$ cat src/design/mtc_ram.sv
// mtc_ram: generic single-write, single-read RAM with registered read data.
// Depends on nothing.
module mtc_ram #(
  parameter int WIDTH = 32,
  parameter int DEPTH = 64
) (
  input  logic                     clk,
  input  logic                     we,
  input  logic [$clog2(DEPTH)-1:0] waddr,
  input  logic [WIDTH-1:0]         wdata,
  input  logic [$clog2(DEPTH)-1:0] raddr,
  output logic [WIDTH-1:0]         rdata
);

  logic [WIDTH-1:0] mem [DEPTH];
  logic [WIDTH-1:0] rdata_r;

  always_ff @(posedge clk) begin
    if (we) begin
      mem[waddr] <= wdata;
    end
    rdata_r <= mem[raddr];
  end

  assign rdata = rdata_r;

endmodule

$ cat config.mk
export PLATFORM = sky130hd
export DESIGN_NAME = mtc_ram
export DESIGN_NICKNAME = d
export VERILOG_FILES = /design/src/design/mtc_ram.sv
export SDC_FILE = /design/constraint.sdc
export NUM_CORES = 2
export LEC_CHECK = 0
export BUFFER_PORTS_ARGS = -buffer_cell sky130_fd_sc_hd__buf_2
export CORE_AREA = 10 10 460 462
export DETAILED_ROUTE_END_ITERATION = 16
export DIE_AREA = 0 0 470 472
export REMOVE_ABC_BUFFERS = 1
export SKIP_LAST_GASP = 1
export SYNTH_ARGS = -nofsm -noshare
export SYNTH_HDL_FRONTEND = slang
export SYNTH_SLANG_ARGS = --single-unit
$ cat constraint.sdc
create_clock -name clk -period 4.9 [get_ports clk]
set_clock_uncertainty 0.1 [all_clocks]
set_input_delay 0.98 -clock clk [delete_from_list [all_inputs] [get_ports clk]]
set_output_delay 0.98 -clock clk [all_outputs]
set_load 0.005 [all_outputs]
# [Yosys cells after proc, flatten, opt, wreduce, memory -nomap -nowiden]
# Memories as Yosys holds them, arrays and structs flattened. A register that Yosys moved wholly into a read port is not among the register bits.
# Index checks and enable logic that the tools add are counted.
[word_totals] in_bits=46 mem_bits_rw=2048 memories=1 word_cells=3 register_bits=0
[op_classes] mux=2
[memory_table] name="mem" depth=64 word_bits=32 rd=1 rd_ports_with_merged_regs=1 wr=1 line_no="15" rtl="logic [WIDTH-1:0] mem [DEPTH];"
[ops] op="1-bit two-way mux" count=2

# [Longest topological paths before layout]
[logic_depth] ltp_word=2 mapped_depth=10

# [Worst setup path after synthesis]
# Ideal clock, no wire load.
[synth_timing] kind="input -> register" start="input waddr[3]" end="memory mem[48][0] (enable)" required_time_ps=4339 setup_ps=461 path_buffers=1 cell_stages=4 arrival_time_ps=3679 setup_slack_ps=660 path_cell_list="clkbuf_1 -> nor2b_1 -> nand4b_1 -> nor3_1"
[synth_lines] element="from (decl)" line_no="9" rtl="input logic [$clog2(DEPTH)-1:0] waddr,"
[synth_lines] element="to (decl)" line_no="15"
# No word-level cell before the write port.

==> reports/metrics.csv <==
stage,metric,value,unit
sta,setup_tns,0,ns
floorplan,coreArea,0.202,mm²
floorplan,die_area,0.222,mm²
sta,timing.slew.headroom,0.135,
setup_path,r2r_slack,2.15,ns
setup_path,cpLargestDelayFamily,multiplexers,
global_routing,antenna_found_initial,21,
clock_tree,worstSkewPairLatency,0.85,ns
setup_path,slowest_stage,o22ai_1,
cells_and_area,seqCellArea,0.0621,mm²
drt,ant_nets,0,
drt,wl_per_cell,33.2,µm
global_routing,grt_pass1_wl,302,mm
clock_tree,cts_setup_buffers,0,
floorplan,ios,78,
hold_path,hold_path.class,input pin to flop,
setup_path,path_class,input pin to flop,
run,cap_violations,0,
drt,first_pass_iters,7,
placement,gp_congestion,0.774,
setup_path,slowest_delay,0.84,ns
setup_path,worstPathMaxFanout,44,
global_routing,grt_usage,0.190,
clock_tree,cts_sinks,2080,
floorplan,initial_utilization,0.389,
clock_tree,post_cts_resize_count,0,
setup_path,crit_buf_inv,2,
sta,tightest_slew,1.30,ns
synth,syn_area,0.0785,mm²
synth,syn_inst,3324,
synth,ys_seq_area_frac,0.791,
cells_and_area,multi_input_area,0.0160,mm²
clock_tree,cts_tree,done,
clock_tree,path_clk_slew,0.06,ns
sta,rsz0062_at_grt,false,
global_routing,grt_pass1_vias,38291,
drt,drt_wl_total,215,mm
sta,drv_slew,0,
setup_path,end_kind,flop,
setup_path,cp_cell_sequence,buf_8 > buf_12 > mux4_2 > mux4_2 > o22ai_1 > nor2_1,
sta,finalHoldViolCount,0,
synth,yosys_warnings,0,
drt,via_per_inst,5.84,
drt,drc,0,
placement,dp_hpwl,119,mm
clock_tree,cts_inserted_buffers,202,
drt,drt-initial-drc-count,5120,
sta,max_freq,0.286,GHz
drt,vias,37751,
synth,synth_top_area_frac,0.783,
clock_tree,ctsHtreeMaxLevel,4,
pwr,ir_worst_vdd,0.356,mV
status,outcome,finished clean,
cells_and_area,n_fill_cell,16823,
setup_path,critPathLaunchType,input pin,
global_routing,grt_overflow,0,
pwr,p_per_area,411,mW/mm²
floorplan,num_rows,165,
synth,syn_area_per_cell,23.6,µm²
clock_tree,cts_root_buffer,clkbuf_16,
clock_tree,cts_hold_buf,0,
clock_tree,clockBufferDepth,3,
floorplan,dieHeight,472,µm
setup_path,crit_arrival,4.03,ns
cells_and_area,synthToLayoutAreaGrowth,15.0,%
pwr,finalPower,37.1,mW
synth,synth_top_cell_by_area,edfxtp_1,
floorplan,die_w,470,µm
cells_and_area,drive_gt1_frac,0.309,
cells_and_area,final_nets,3659,
synth,synth_area_leaders,"edfxtp_1, mux4_2, mux2i_1, dfxtp_1, o22ai_1",
setup_path,worst-endpoint-required,5.43,ns
placement,io_buffers,77,
sta,setup_violations,0,
sta,final.period_utilization,0.714,
sta,period_minus_slack,3.50,ns
setup_path,worst_path_most_repeated_cell,mux4_2,
global_routing,grt_max_degree,74,
synth,synth_cell_types,34,
synth,ys_seq_elements,2080,
pwr,leakage,28.0,nW
cells in the final DEF (no fill, tap or decap), types with 28 or more instances in the layout:
master / n
dfxtp_1: 32
nor2_1: 75
a21oi_1: 62
mux4_2: 544
mux2i_1: 93
clkbuf_16: 203
buf_12: 31
clkinv_1: 28
clkbuf_1: 61
o22ai_1: 84
edfxtp_1: 2048
clkinv_2: 36
buf_2: 73
buf_4: 159
nor2_4: 62
cell type report:
cell class,count,area share
Multi-Input combinational cell,1062,0.177
Sequential cell,2080,0.688
Tap cell,2672,0.0370
Clock inverter,98,0.0117
Clock buffer,283,0.0617
Timing Repair Buffer,267,0.0248
Antenna cell,4,0.000111
routing by layer:
metal	vias to the layer above	GRT usage	part of all wire
met5	-	0	0.00013
met4	4	0.0541	0.030
met3	363	0.0377	0.087
met2	1861	0.304	0.48
met1	20646	0.266	0.41
li1	14877	-	-
sequential cells by signal, summed over array words and instances (netlist names):
name	cells
mem	2048
rdata	32
path summary, 6_finish.rpt:
path / start / cells after the start / end
worst max-delay path: raddr[0] / 6 / rdata[11]
worst min-delay path: wdata[27] / 1 / mem[4][27]
worst max register to register: mem[3][11] / 4 / rdata[11]
worst min register to register: mem[12][17] / 4 / rdata[17]
report_power, final:
part | leakage [nW] | switching [mW] | total [mW] | internal (mW)
clock | 3.24 | 6.72 | 15.5 | 8.77
combinational | 6.07 | 1.15 | 1.84 | 0.690
sequential | 18.7 | 0.103 | 19.8 | 19.7
total | 28.0 | 7.98 | 37.1 | 29.2
kinds of logic after synthesis:
family	Yosys count	share of synthesized area
AO/OA/AOI/OAI	202	0.0167
buffers and inverters	182	0.0113
flip-flops	2080	0.791
multiplexers	637	0.168
AND/OR/NAND/NOR	223	0.0127
cell usage after synthesis:
cell      count
a21oi_1      62
a22oi_1      12
a311oi_1      8
a31oi_1       1
a41o_1        4
and2_1        2
and3_1        4
buf_1        21
buf_2        57
buf_4        25
buf_6         5
clkbuf_1     74
dfxtp_1      32
edfxtp_1   2048
mux2i_1      93
mux4_2      544
nand2_1      26
nand2b_1      8
nand3_1       5
nand3b_1      5
nand4_1       2
nand4b_1      1
nor2_1      137
nor2b_1      15
nor3_1        7
o221ai_1     27
o22ai_1      84
o32ai_1       4
or2_0         1
or2_1         1
or2_2         1
or3_1         3
or3b_1        2
or3b_2        3
through the flow:
step / util / hold WS, ns / std cells / worst slack (ns) / area (µm²)
3_5_place_dp: 0.414 / 0.629 / 6081 / 0.576 / 83700
6_report: 0.447 / 0.328 / 6466 / 1.40 / 90300
5_1_grt: 0.447 / 0.314 / 6464 / 1.38 / 90300
3_3_place_gp: 0.414 / 0.611 / 6081 / 0.570 / 83700
4_1_cts: 0.447 / 0.270 / 6462 / 1.47 / 90300
2_1_floorplan: - / 0.563 / 3142 / 0.812 / 77600
No activity file was read; power rests on OpenSTA's default activity.
