<file path="config.mk">
export PLATFORM = sky130hd
export DESIGN_NAME = mtc_divider
export DESIGN_NICKNAME = d
export VERILOG_FILES = /design/src/design/mtc_pkg.sv /design/src/design/mtc_divider.sv
export SDC_FILE = /design/constraint.sdc
export NUM_CORES = 1
export LEC_CHECK = 0
export BUFFER_PORTS_ARGS = -buffer_cell sky130_fd_sc_hd__buf_2
export CAP_MARGIN = 10
export CORE_AREA = 2 2 95 97
export CTS_BUF_LIST = sky130_fd_sc_hd__clkbuf_4
export DETAILED_ROUTE_END_ITERATION = 8
export DIE_AREA = 0 0 97 99
export PLACE_DENSITY = 0.95
export SKIP_LAST_GASP = 1
export SYNTH_ARGS = -nofsm -noshare
export SYNTH_HDL_FRONTEND = slang
export SYNTH_SLANG_ARGS = --single-unit
export TNS_END_PERCENT = 100
</file>
<file path="constraint.sdc">
create_clock -name clk -period 7.8 [get_ports clk]
set_input_delay 1.56 -clock clk [delete_from_list [all_inputs] [get_ports clk]]
set_output_delay 1.56 -clock clk [all_outputs]
set_load 0.01 [all_outputs]
</file>
<file path="src/design/mtc_pkg.sv">
// mtc_pkg: shared constants and types for the Markov transition counter.
// Used by mtc_divider and markov_transition_counter; depends on nothing.
package mtc_pkg;

  localparam int MAX_STATES_DEF  = 64;
  localparam int COUNT_BITS_DEF  = 32;

  localparam int STATE_IN_W      = 6;
  localparam int CFG_W           = 7;
  localparam logic [CFG_W-1:0] STATES_RESET = 7'd64;

  localparam int FRAC_W          = 16;
  localparam int PROB_W          = FRAC_W + 1;
  localparam int PCOUNT_W        = 32;

  localparam int IN_TDATA_W      = 16;
  localparam int OUT_TDATA_W     = 56;

  localparam logic FUNC_RECORD   = 1'b0;
  localparam logic FUNC_QUERY    = 1'b1;

  typedef struct packed {
    logic busy;
    logic done;
  } div_status_t;

endpackage

</file>
<file path="src/design/mtc_divider.sv">
// mtc_divider: restoring divider, one quotient bit per cycle.
// Returns floor(num * 2^16 / den) for num <= den. Depends on mtc_pkg.
module mtc_divider #(
  parameter int COUNT_BITS = mtc_pkg::COUNT_BITS_DEF
) (
  input  logic                        clk,
  input  logic                        rst_n,
  input  logic                        start,
  input  logic [COUNT_BITS-1:0]       num,
  input  logic [COUNT_BITS-1:0]       den,
  output mtc_pkg::div_status_t        st,
  output logic [mtc_pkg::PROB_W-1:0]  quot
);

  localparam int STEP_W = $clog2(mtc_pkg::PROB_W);
  localparam logic [STEP_W-1:0] LAST_STEP = STEP_W'(mtc_pkg::PROB_W - 1);

  logic                        busy_r, busy_nxt;
  logic                        done_r, done_nxt;
  logic [STEP_W-1:0]           step_r, step_nxt;
  logic [COUNT_BITS:0]         rem_r, rem_nxt;
  logic [COUNT_BITS-1:0]       den_r, den_nxt;
  logic [mtc_pkg::PROB_W-1:0]  q_r, q_nxt;

  logic                        ge;
  logic [COUNT_BITS:0]         diff;
  logic [COUNT_BITS:0]         part;

  always_comb begin
    ge       = rem_r >= {1'b0, den_r};
    diff     = rem_r - {1'b0, den_r};
    part     = ge ? diff : rem_r;
    busy_nxt = busy_r;
    done_nxt = 1'b0;
    step_nxt = step_r;
    rem_nxt  = rem_r;
    den_nxt  = den_r;
    q_nxt    = q_r;
    if (start) begin
      busy_nxt = 1'b1;
      step_nxt = '0;
      rem_nxt  = {1'b0, num};
      den_nxt  = den;
    end else if (busy_r) begin
      rem_nxt  = {part[COUNT_BITS-1:0], 1'b0};
      q_nxt    = {q_r[mtc_pkg::PROB_W-2:0], ge};
      step_nxt = step_r + STEP_W'(1);
      if (step_r == LAST_STEP) begin
        busy_nxt = 1'b0;
        done_nxt = 1'b1;
      end
    end
  end

  always_ff @(posedge clk) begin
    if (!rst_n) begin
      busy_r <= 1'b0;
      done_r <= 1'b0;
    end else begin
      busy_r <= busy_nxt;
      done_r <= done_nxt;
    end
  end

  always_ff @(posedge clk) begin
    step_r <= step_nxt;
    rem_r  <= rem_nxt;
    den_r  <= den_nxt;
    q_r    <= q_nxt;
  end

  assign st.busy = busy_r;
  assign st.done = done_r;
  assign quot    = q_r;

endmodule

</file>
== Word-level counts from Yosys, hierarchy flattened ==
Index checks and enable logic that the tools add are counted.
Storage, ports and cells
  bits in registers: 89
  input port bits: 67
  output and inout bits: 19
  word-level logic and storage cells: 24
Cells by class
  add/subtract/negate cells: 2
  $lt $le $gt $ge: 1
  eq/ne operators: 1
  muxes and demuxes: 7
  bitwise logic cells: 3
  reductions and logical operators: 3
Operator list (number)
  $mux W32: 3
  $ge A33 B32 Y1: 1
  $sub A32 B32 Y32: 1
  $add A5 B1 Y5 const B: 1
  $eq A5 B5 Y1 const B: 1
  $mux W1: 4
  $not A1 Y1: 3
  $reduce_or A3 Y1: 1
  $reduce_and A2 Y1: 1
  $reduce_bool A2 Y1: 1

== Depth between registers and ports, before layout ==
Gate-level depths: netlist of run 1.
  depth in word-level cells: 4
  mapped depth: 14
  gate-level depth less buffers: 13

== Worst setup path after synthesis of run 1 ==
Ideal clock, no wire load.
  path kind: input -> register
  start: in start
  end: reg rem_r[0], enable pin
  library setup time: 0.375 ns
  arrival: 2.579 ns
  slack: 4.846 ns
  cell stages on the path: 3
  buffers on the path: 2
  path through: clkbuf_1 clkbuf_1 or2_2
On the way
  word-level cells in the longest chain between the ends: 1
Ends and longest elaborated chain
  from (decl): line mtc_divider.sv:8  | input logic start,
  $reduce_bool A2 Y1 (no line)
  to (signal assigned): line mtc_divider.sv:67  | rem_r <= rem_nxt;
  to (decl): line mtc_divider.sv:21  | logic [COUNT_BITS:0] rem_r, rem_nxt;
Every way passes these cells.
A chain may end at the register's enable or synchronous reset.

== Worst setup path after layout of run 1 ==
  start: reg rem_r[2]
  end: reg rem_r[5] (data pin)
On the way
  word-level cells in the longest chain between the ends: 4
  elaborated cells on any way between the ends: 5
Ends and longest elaborated chain
  $sub A32 B32 Y32 / $ge A33 B32 Y1 (equally long branches): line mtc_divider.sv:31, mtc_divider.sv:30
  $mux W32 (*): line mtc_divider.sv:32  | part = ge ? diff : rem_r;
  $mux W32 (*): line mtc_divider.sv:44  | end else if (busy_r) begin
  $mux W32 (*): line mtc_divider.sv:39  | if (start) begin
  net rem_nxt[5]: line mtc_divider.sv:21
Mark *: on every way through the listed nets, which the timed path passes. The rest lies on a longest branch. The select of a mux whose other input is x is not followed.

==> results of run 1 <==
-- cell usage in the layout, fill, tap and decap left out, types with 4 or more instances in the layout --
cell type	netlist	layout
edfxtp_1	81	81
o21bai_1	8	8
mux2i_1	7	7
nand2b_1	6	6
dfxtp_1	8	8
o21ai_0	11	11
nor2_1	28	28
nand2_1	26	26
mux2_2	18	18
nand3_1	5	5
nor4_1	4	4
nor2b_1	10	10
a221o_1	6	6
buf_2	2	84
a21oi_1	29	29
mux2_1	17	17
xor2_1	14	14
clkbuf_4	0	9
o21ai_1	5	5
a21o_1	11	11
nand4_1	7	7
nor3b_1	7	7
xnor2_1	16	16
inv_1	41	41
nor3_1	6	6
ha_1	34	34
-- Yosys cell counts, types with 2 or more instances --
library cell / n
a221o_1: 6
or2_2: 2
o21ai_0: 11
xnor2_1: 16
o21a_1: 2
buf_6: 2
inv_1: 41
nand2b_1: 6
nor2b_1: 10
o21bai_1: 8
ha_1: 34
a311oi_1: 2
o31a_1: 2
clkbuf_1: 8
nand3_1: 5
o21ai_1: 5
nand2_1: 26
edfxtp_1: 81
a41oi_1: 2
a21oi_2: 3
mux2_1: 17
a21o_1: 11
mux2i_1: 7
a31oi_1: 2
mux2_2: 18
nand4_1: 7
dfxtp_1: 8
nor4_1: 4
a21oi_1: 29
nor3_1: 6
o211ai_1: 3
nor4b_1: 3
buf_2: 2
and2_1: 2
xor2_1: 14
a221oi_2: 2
nor3b_1: 7
nor2_1: 28
buf_4: 2
-- metrics by stage --
stage	instances	area, µm²	setup slack (ns)	power, W	util
detailed placement	642	5770	3.98	0.00152	0.675
global placement	642	5770	4.11	0.00147	0.675
global route	658	5910	3.67	0.00191	0.692
finish	658	5910	3.88	0.00180	0.692
CTS	658	5910	3.93	0.00178	0.692
floorplan	462	5280	4.85	0.00136	-
-- metal layers --
metal / vias up / part of all wire / GRT usage
li1: 1866 / - / -
met1: 1804 / 0.43 / 0.305
met2: 171 / 0.48 / 0.388
met3: 27 / 0.067 / 0.0397
met4: 0 / 0.028 / 0.104
met5: - / 0 / 0
-- registers in the layout (all words and copies together) (netlist names) --
name    count
done_r      1
busy_r      1
den_r      32
step_r      5
rem_r      33
quot       17
-- worst paths after layout --
kind | cells past startpoint | slack [ns] | startpoint | end
min | 0 | 0.45 | quot[9] | quot[10]
max reg2reg | 11 | 3.88 | rem_r[2] | rem_r[5]
max | 11 | 3.88 | rem_r[2] | rem_r[5]
min reg2reg | 0 | 0.45 | quot[9] | quot[10]
-- area by class of cell --
type                            count  area [µm²]
Inverter                           42         158
Tap cell                          108         135
Timing Repair Buffer               87         443
Fill cell                         630        2640
Clock inverter                      7        71.3
Clock buffer                        9        67.6
Multi-Input combinational cell    316        2450
Sequential cell                    89        2590
-- cell families (layout without fill, tap and decap cells) --
logic type / after synthesis / in the layout / share of synthesized area
multiplexers: 42 / 42 / 0.0880
AND/OR/NAND/NOR: 112 / 112 / 0.110
adder cells (fa/ha/maj): 35 / 35 / 0.0844
AO/OA/AOI/OAI: 97 / 97 / 0.131
buffers and inverters: 57 / 145 / 0.0453
XOR/XNOR: 30 / 30 / 0.0498
flip-flops: 89 / 89 / 0.491
-- power by group through the flow --
stage | logic, W | registers [W] | clock network (W)
after floorplan | 0.000695 | 0.000663 | 0
after global placement | 0.000803 | 0.000672 | 0
after detailed placement | 0.000844 | 0.000677 | 0
after CTS | 0.000856 | 0.000668 | 0.000260
after global routing | 0.000957 | 0.000676 | 0.000277
final | 0.000872 | 0.000669 | 0.000255
==> out/qor.yml, run 1 <==
power_density_mw_per_mm2: 304
synthTopCellsByArea: "edfxtp_1 (46%), ha_1 (8.1%), mux2_2 (3.8%)"
cts_resized: 0
path_max_fanout: 29
drc: 0
grt_pass1_wl_mm: 18.1
synth_nets: 564
cp-start-kind: "flop"
ys_types: 57
cts_buffers: 9
htreeDepth: 3
seqPwrFrac: 0.372
wl_per_cell_um: 16.5
layout.nets: 647
hold_viol: 0
start_util: 0.617
synth_ff_type: "edfxtp_1"
sw_frac_of_total: 0.391
internal_power_w: 0.00109
fp.dieW_um: 97
clk_latency_ns: 0.46
firstDrtPassIters: 5
portBuffers: 85
power.share.combinational: 0.486
switchingPower_w: 0.000702
fmax_ghz: 0.255
critPathArrivalTime_ns: 4.13
crit_type: "flop to flop"
n_antenna_cell: 0
clk_pin_slew_ns: 0.17
async_reset_ff_frac: 0
finalCritPeriodShare: 0.502
period_needed_ns: 3.92
skew_ns: 0.0232
netlist_area_mm2: 0.00528
rows: 34
status: "finished, final reports clean"
cts_hold_buf: 0
postRouteAntennaNets: 0
num_vias: 3868
slowest_delay_ns: 0.62
crit_chain: "ha_1 > o211ai_1 > a21oi_1 > nor3b_1 > nor3_1 > o31ai_2 > o21ai_1 > a21oi_2 > inv_2 > mux2_1 > mux2_2"
core_mm2: 0.00855
track_usage: 0.234
synth_top_area_frac: 0.461
routabilityCongestion: 0.917
critPathSlowestCell: "a21oi_2"
p_leak_nw: 2.47
area_growth_pct: 12.0
vdd_ir_drop_max_mv: 0.124
syn_inst: 462
ys_seq_area_frac: 0.491
avgViaCountPerCell: 5.88
drv_cap: 0
pwr-share-clk: 0.142
cts_buffer_depth: 2
cts_setup_buffers: 0
die_h_um: 99
synth_warnings: 0
clockRootBuffer: "clkbuf_4"
cp_top_family: "compound AO/OA/AOI/OAI gates"
hold_slack_ns: 0.452
grt_setup_unrepaired: "no"
hp-class: "flop to flop"
dp_hpwl_mm: 7.69
clock_sinks: 89
syn_avg_cell_area_um2: 11.4
cp.required_ns: 8.01
cts_tree: "yes"
setup_viol: 0
relSlewSlack: 0.428
io_pins: 86
fin_setup_tns_ns: 0
crit_buf_inv: 1
max_slew.worst_pin.slew_ns: 0.858
synth_edf_count: 81
grt_max_degree: 54
die_area_mm2: 0.00960
final_layout_size_suffix_gt1_frac: 0.247
first_iter_violations: 275
grt-ovfl-total: 0
antenna_found_initial: 0
slew_viol_final: 0
wl_mm: 10.9
ys_seq_elements: 89
grt_pass1_vias: 3838
end_kind: "flop"
synth_top_area_cell: "edfxtp_1"
Note: power is estimated with default switching activity, not from simulation.
==> inputs of run 2 (changes only) <==
--- a/config.mk
+++ b/config.mk
@@ -7,11 +7,11 @@
 export LEC_CHECK = 0
 export BUFFER_PORTS_ARGS = -buffer_cell sky130_fd_sc_hd__buf_2
 export CAP_MARGIN = 10
-export CORE_AREA = 2 2 95 97
+export CORE_AREA = 2 2 103 105
 export CTS_BUF_LIST = sky130_fd_sc_hd__clkbuf_4
 export DETAILED_ROUTE_END_ITERATION = 8
-export DIE_AREA = 0 0 97 99
-export PLACE_DENSITY = 0.95
+export DIE_AREA = 0 0 105 107
+export PLACE_DENSITY = 0.88
 export SKIP_LAST_GASP = 1
 export SYNTH_ARGS = -nofsm -noshare
 export SYNTH_HDL_FRONTEND = slang
==> constraint.sdc (replaced) <==
create_clock -name clk -period 3.5 [get_ports clk]
set_input_delay 0.7 -clock clk [delete_from_list [all_inputs] [get_ports clk]]
set_output_delay 0.7 -clock clk [all_outputs]
set_load 0.01 [all_outputs]
==> run 2 against run 1 <==
  * Via count is 0.18% higher
  * Clock skew grew 0.0082 ns
  * Sequential share of layout area fell by 0.84 points
  * Critical path depth up 2
  * Maximum frequency grew 19%
  * Critical path type unchanged
  * Highest routed layer unchanged
  * Non-clock buffer count increased by 3
  * Flip-flop and latch count stayed put
  * Final area increased by 1.9%
==> out/qor.yml, run 2 (synthesis results as in run 1) <==
fin_util: 0.597  # -0.0942
fin_setup_tns_ns: 0  # unchanged
timing.rr.end: "rem_r[27]"
cts_hold_buf: 0  # unchanged
final_cell_mix: "buf_2 (84), edfxtp_1 (81), inv_1 (41)"
grt_setup_unrepaired: "no"
cts_buffer_depth: 2  # unchanged
firstDrtPassIters: 4  # -1
rrSetupSlack_ns: 0.21  # -3.68 ns
avgViaCountPerCell: 5.62  # -4.3%
clk_latency_ns: 0.47  # about the same
layout.nets: 650  # +0.46%
period_needed_ns: 3.29  # -0.624 ns
num_vias: 3875  # +0.18%
fillCellCount: 882  # +40%
crit_type: "flop to flop"
die_h_um: 107  # +8.1%
dp_hpwl_mm: 8.08  # +5.0%
holdCritStartpoint: "den[28]"
critPathArrivalTime_ns: 3.51  # -0.62 ns
final_layout_size_suffix_gt1_frac: 0.253  # +0.00589
status: "finished, final reports clean"
wl_per_cell_um: 16.1  # -2.4%
cpMostUsedCell: "inv_1"
hold-path-cell-count: 1  # +1
cp-start-kind: "flop"
max_slew.worst_pin.slew_ns: 0.819  # -0.0387 ns
grt-ovfl-total: 0  # unchanged
path_max_fanout: 3  # -90%
grt_pass1_vias: 3945  # +2.8%
die_area_mm2: 0.0112  # +17%
vdd_ir_drop_max_mv: 0.335  # +170%
area_growth_pct: 14.2
hold_viol: 0  # unchanged
core_mm2: 0.0101  # +18%
n_antenna_cell: 0  # unchanged
critPathSlowestCell: "fa_1"
relSlewSlack: 0.454  # +0.0258
final_common_cell: "buf_2"
dp_slack_ns: 0.252  # -3.73 ns
skew_ns: 0.0314  # +0.00820 ns
clk_pin_slew_ns: 0.16  # about the same
holdPathEnd: "den_r[28]"
io_pins: 86  # unchanged
track_usage: 0.204  # -0.0296
worst-r2r-cell-count: 13  # +2
crit_chain: "inv_1 > ha_1 > inv_1 > fa_1 > a21o_1 > a311oi_1 > nor2_2 > o21bai_2 > a311oi_4 > a21boi_1 > xnor2_1 > mux2_1 > mux2_2"
cts_tree: "yes"
cts_setup_buffers: 0  # unchanged
grt_max_degree: 59  # +9.3%
fmax_ghz: 0.304  # +19%
slowest_delay_ns: 0.41  # -0.21 ns
antenna_found_initial: 0  # unchanged
hold_slack_ns: 0.390  # -0.0619 ns
hp-class: "primary input to flop"
finalCritPeriodShare: 0.941  # +0.439
drc: 0  # unchanged
routabilityCongestion: 0.908  # -1.0%
slew_viol_final: 0  # unchanged
first_iter_violations: 183  # -33%
cts_buffers: 9  # unchanged
setup_ws_ns: 0.206  # -3.68 ns
wl_mm: 11.1  # +2.2%
top_register: "rem_r"
clock_sinks: 89  # unchanged
start_util: 0.523  # -0.0943
setup_viol: 0  # unchanged
largest_register_ffs: 33  # unchanged
clockRootBuffer: "clkbuf_4"
cp.required_ns: 3.71  # -4.30 ns
r2r_start: "rem_r[0]"
grt_pass1_wl_mm: 18.1  # +0.42%
end_kind: "flop"
postRouteAntennaNets: 0  # unchanged
htreeDepth: 3  # unchanged
rows: 37  # +8.8%
portBuffers: 85  # unchanged
power_density_mw_per_mm2: 689  # +130%
p_leak_nw: 2.51  # +1.4%
fp.dieW_um: 105  # +8.2%
cts_resized: 0  # unchanged
drv_cap: 0  # unchanged
-- run 2: cell types whose count changed in the layout (fill, tap and decap cells not counted), moves of 2 or more --
cell / delta
inv_8: -2
inv_6: +2
clkinv_4: -2
bufinv_16: +2
buf_12: +2
-- run 2: area by class of cell --
type | instances | area [µm²] | area share
flip-flops and latches | 89 | 2590 | 0.430
well taps | 136 | 170 | 0.0282
clock inverters | 7 | 98.8 | 0.0164
clock buffers | 9 | 67.6 | 0.0112
inverters | 42 | 158 | 0.0262
multi-input cells | 316 | 2450 | 0.407
repair buffers | 90 | 490 | 0.0814
-- run 2: power breakdown --
group | internal (W) | switching, W | total [W] | leakage [nW]
logic | 0.000919 | 0.00107 | 0.00199 | 1.56
registers | 0.00139 | 0.0000924 | 0.00148 | 0.858
clock network | 0.000296 | 0.000383 | 0.000679 | 0.0873
-- run 2: worst max-delay path: cells and delay by family (launching register included) --
| family | cells | cell delay [ns] |
|---|---|---|
| buf+inv | 2 | 0.15 |
| mux | 2 | 0.54 |
| compound gates | 5 | 1.20 |
| simple gates | 1 | 0.11 |
| xor+xnor | 1 | 0.08 |
| fa+ha+maj | 2 | 0.57 |
| flops | 1 | 0.39 |
-- run 2: per-stage QoR --
stage	cells	cell area, µm²	power, W
6_report	689	6030	0.00416
3_5_place_dp	673	5860	0.00346
2_1_floorplan	462	5280	0.00303
3_3_place_gp	673	5860	0.00336
4_1_cts	689	6020	0.00415
5_1_grt	689	6030	0.00443
-- run 2: how the worst max path moves through the flow --
stage	start	to	slack, ns
finish	rem_r[0]	rem_r[27]	0.21
global route	rem_r[0]	rem_r[27]	0.02
CTS	rem_r[17]	rem_r[23]	0.22
detailed placement	rem_r[17]	rem_r[14]	0.25
global placement	rem_r[0]	rem_r[27]	0.33
floorplan	rem_r[0]	rem_r[27]	0.59
-- run 2: per-layer routing --
layer | part of all wire | up-vias | track usage
met3 | 0.057 | 23 | 0.0444
li1 | - | 1866 | -
met4 | 0.022 | 0 | 0.0886
met2 | 0.49 | 153 | 0.350
met5 | 0 | - | 0
met1 | 0.43 | 1833 | 0.249
==> inputs of run 3 (changes only) <==
--- a/config.mk
+++ b/config.mk
@@ -7,10 +7,12 @@
 export LEC_CHECK = 0
 export BUFFER_PORTS_ARGS = -buffer_cell sky130_fd_sc_hd__buf_2
 export CAP_MARGIN = 10
-export CORE_AREA = 2 2 103 105
+export CELL_PAD_IN_SITES_DETAIL_PLACEMENT = 2
+export CELL_PAD_IN_SITES_GLOBAL_PLACEMENT = 2
+export CORE_AREA = 2 2 126 128
 export CTS_BUF_LIST = sky130_fd_sc_hd__clkbuf_4
 export DETAILED_ROUTE_END_ITERATION = 8
-export DIE_AREA = 0 0 105 107
+export DIE_AREA = 0 0 128 130
 export PLACE_DENSITY = 0.88
 export SKIP_LAST_GASP = 1
 export SYNTH_ARGS = -nofsm -noshare
==> run 3 against run 2 <==
  * Critical path depth is the same
  * Die area grew 48%
  * Largest power group unchanged
  * Clock-buffer cell count is the same
  * Core utilization shrank 20 points
  * Maximum frequency shrank 1.9%
  * First-iteration DRC count shrank 20%
  * Flip-flop and latch count is the same
  * Final area grew 1.3%
  * Non-clock buffer count grew 2
  * Clock power shrank 4.6%
  * Sequential power is essentially flat
==> out/qor.yml, run 3 (synthesis results as in run 1) <==
end_kind: "flop"
placed_area_mm2: 0.00592  # +1.0%
drc: 0  # unchanged
slew_viol_final: 0  # unchanged
htreeDepth: 3  # unchanged
first_iter_violations: 146  # -20%
relSlewSlack: 0.396  # -0.0585
hp-class: "primary input to flop"
dp_hpwl_mm: 10.9  # +35%
area_growth_pct: 15.7
start_util: 0.342  # -0.181
power.share.combinational: 0.495  # +0.016
final_common_cell: "buf_2"
largest_register_ffs: 33  # unchanged
crit_type: "flop to flop"
cts_setup_buffers: 0  # unchanged
portBuffers: 85  # unchanged
switchingPower_w: 0.00169  # +9.3%
critPathArrivalTime_ns: 3.64  # +0.13 ns
period_needed_ns: 3.36  # +0.0626 ns
pwr-share-clk: 0.153  # -0.010
vdd_ir_drop_max_mv: 0.244  # -27%
fmax_ghz: 0.298  # -1.9%
grt_pass1_vias: 4315  # +9.4%
crit_start: "rem_r[0]"
grt_max_degree: 37  # -37%
grt_pass1_wl_mm: 22.9  # +26%
clockRootBuffer: "clkbuf_4"
setup_viol: 0  # unchanged
skew_ns: 0.0107  # -0.0207 ns
fin_cells: 750  # +8.9%
fillCellCount: 1647  # +87%
finalCritPeriodShare: 0.959  # +0.0179
wl_mm: 14.4  # +29%
path_max_fanout: 3  # unchanged
track_usage: 0.181  # -0.0237
seqPwrFrac: 0.353  # -0.004
rows: 46  # +24%
avgViaCountPerCell: 5.23  # -7.0%
postRouteAntennaNets: 0  # unchanged
internal_power_w: 0.00255  # -2.3%
routabilityCongestion: 0.807  # -11%
drv_cap: 0  # unchanged
die_area_mm2: 0.0166  # +48%
layout.nets: 652  # +0.31%
core_mm2: 0.0154  # +53%
p_leak_nw: 2.51  # -0.13%
sw_frac_of_total: 0.399  # +0.0266
final_cell_mix: "buf_2 (84), edfxtp_1 (81), inv_1 (41)"
power_density_mw_per_mm2: 695  # +0.76%
cts_resized: 0  # unchanged
finalPower_w: 0.00424  # +2.1%
clk_latency_ns: 0.51  # +0.04 ns
clk_pin_slew_ns: 0.16  # about the same
cts_buffer_depth: 2  # unchanged
die_h_um: 130  # +21%
final_area_mm2: 0.00611  # +1.3%
status: "finished, final reports clean"
cts_hold_buf: 0  # unchanged
r2r_start: "rem_r[0]"
clock_sinks: 89  # unchanged
cts_buffers: 9  # unchanged
max_slew.worst_pin.slew_ns: 0.907  # +0.0877 ns
hold_viol: 0  # unchanged
grt-ovfl-total: 0  # unchanged
cp-start-kind: "flop"
cts_tree: "yes"
num_vias: 3923  # +1.2%
antenna_found_initial: 2  # +2
top_register: "rem_r"
fin_setup_tns_ns: 0  # unchanged
cp.required_ns: 3.78  # +0.07 ns
holdCritStartpoint: "den[9]"
firstDrtPassIters: 4  # unchanged
wl_per_cell_um: 19.2  # +19%
final_layout_size_suffix_gt1_frac: 0.265  # +0.0117
fp.dieW_um: 128  # +22%
io_pins: 86  # unchanged
dp.cells: 731  # +8.6%
hold_slack_ns: 0.349  # -0.0408 ns
## run 3: changes by cell type in the layout (fill, tap and decap cells not counted), sizes merged
cell    before  now
inv         45   46
buf         90   92
bufinv       2    1
diode        0    3
## run 3: power by group through the flow
stage	logic, W	clock network [W]	registers, W
global placement	0.00192	0	0.00150
finish	0.00210	0.000648	0.00150
detailed placement	0.00205	0	0.00152
CTS	0.00208	0.000692	0.00150
global route	0.00232	0.000723	0.00152
floorplan	0.00155	0	0.00148
## run 3: worst max-delay path, stage by stage (launching register included)
cell and delay, ns:
edfxtp_1 0.41, inv_1 0.09, ha_1 0.18, inv_1 0.07, fa_1 0.42, a21o_1 0.25, a311oi_2 0.36, nor2_2 0.12
o21bai_2 0.19, a311oi_4 0.17, a21boi_2 0.20, xnor2_1 0.09, mux2_1 0.31, mux2_2 0.27
## run 3: layout make-up
cell class	instances	area, µm²	share of cell area
flip-flops and latches	89	2590	0.425
multi-input cells	316	2480	0.406
repair buffers	92	480	0.0787
well taps	192	240	0.0393
inverters	42	158	0.0258
clock inverters	7	83.8	0.0137
clock buffers	9	67.6	0.0111
diodes	3	7.51	0.00123
## run 3: metrics by stage
| stage | utilization | setup WS [ns] |
|---|---|---|
| after floorplan | - | 0.587 |
| after global placement | 0.384 | 0.263 |
| after detailed placement | 0.384 | 0.0952 |
| after CTS | 0.393 | 0.0446 |
| after global routing | 0.396 | -0.0103 |
| final | 0.396 | 0.143 |
## run 3: worst paths after layout
path | slack, ns | to | depth (start not counted)
setup / recovery | 0.14 | rem_r[27] | 13
setup reg to reg | 0.14 | rem_r[27] | 13
hold reg to reg | 0.47 | quot[1] | 0
hold / removal | 0.35 | den_r[9] | 1
## run 3: routing by layer
metal | part of all wire | global-route usage | vias to the layer above
li1 | - | - | 1876
met1 | 0.43 | 0.209 | 1941
met5 | 0 | 0 | -
met3 | 0.039 | 0.0426 | 19
met2 | 0.52 | 0.331 | 87
met4 | 0.016 | 0.0582 | 0
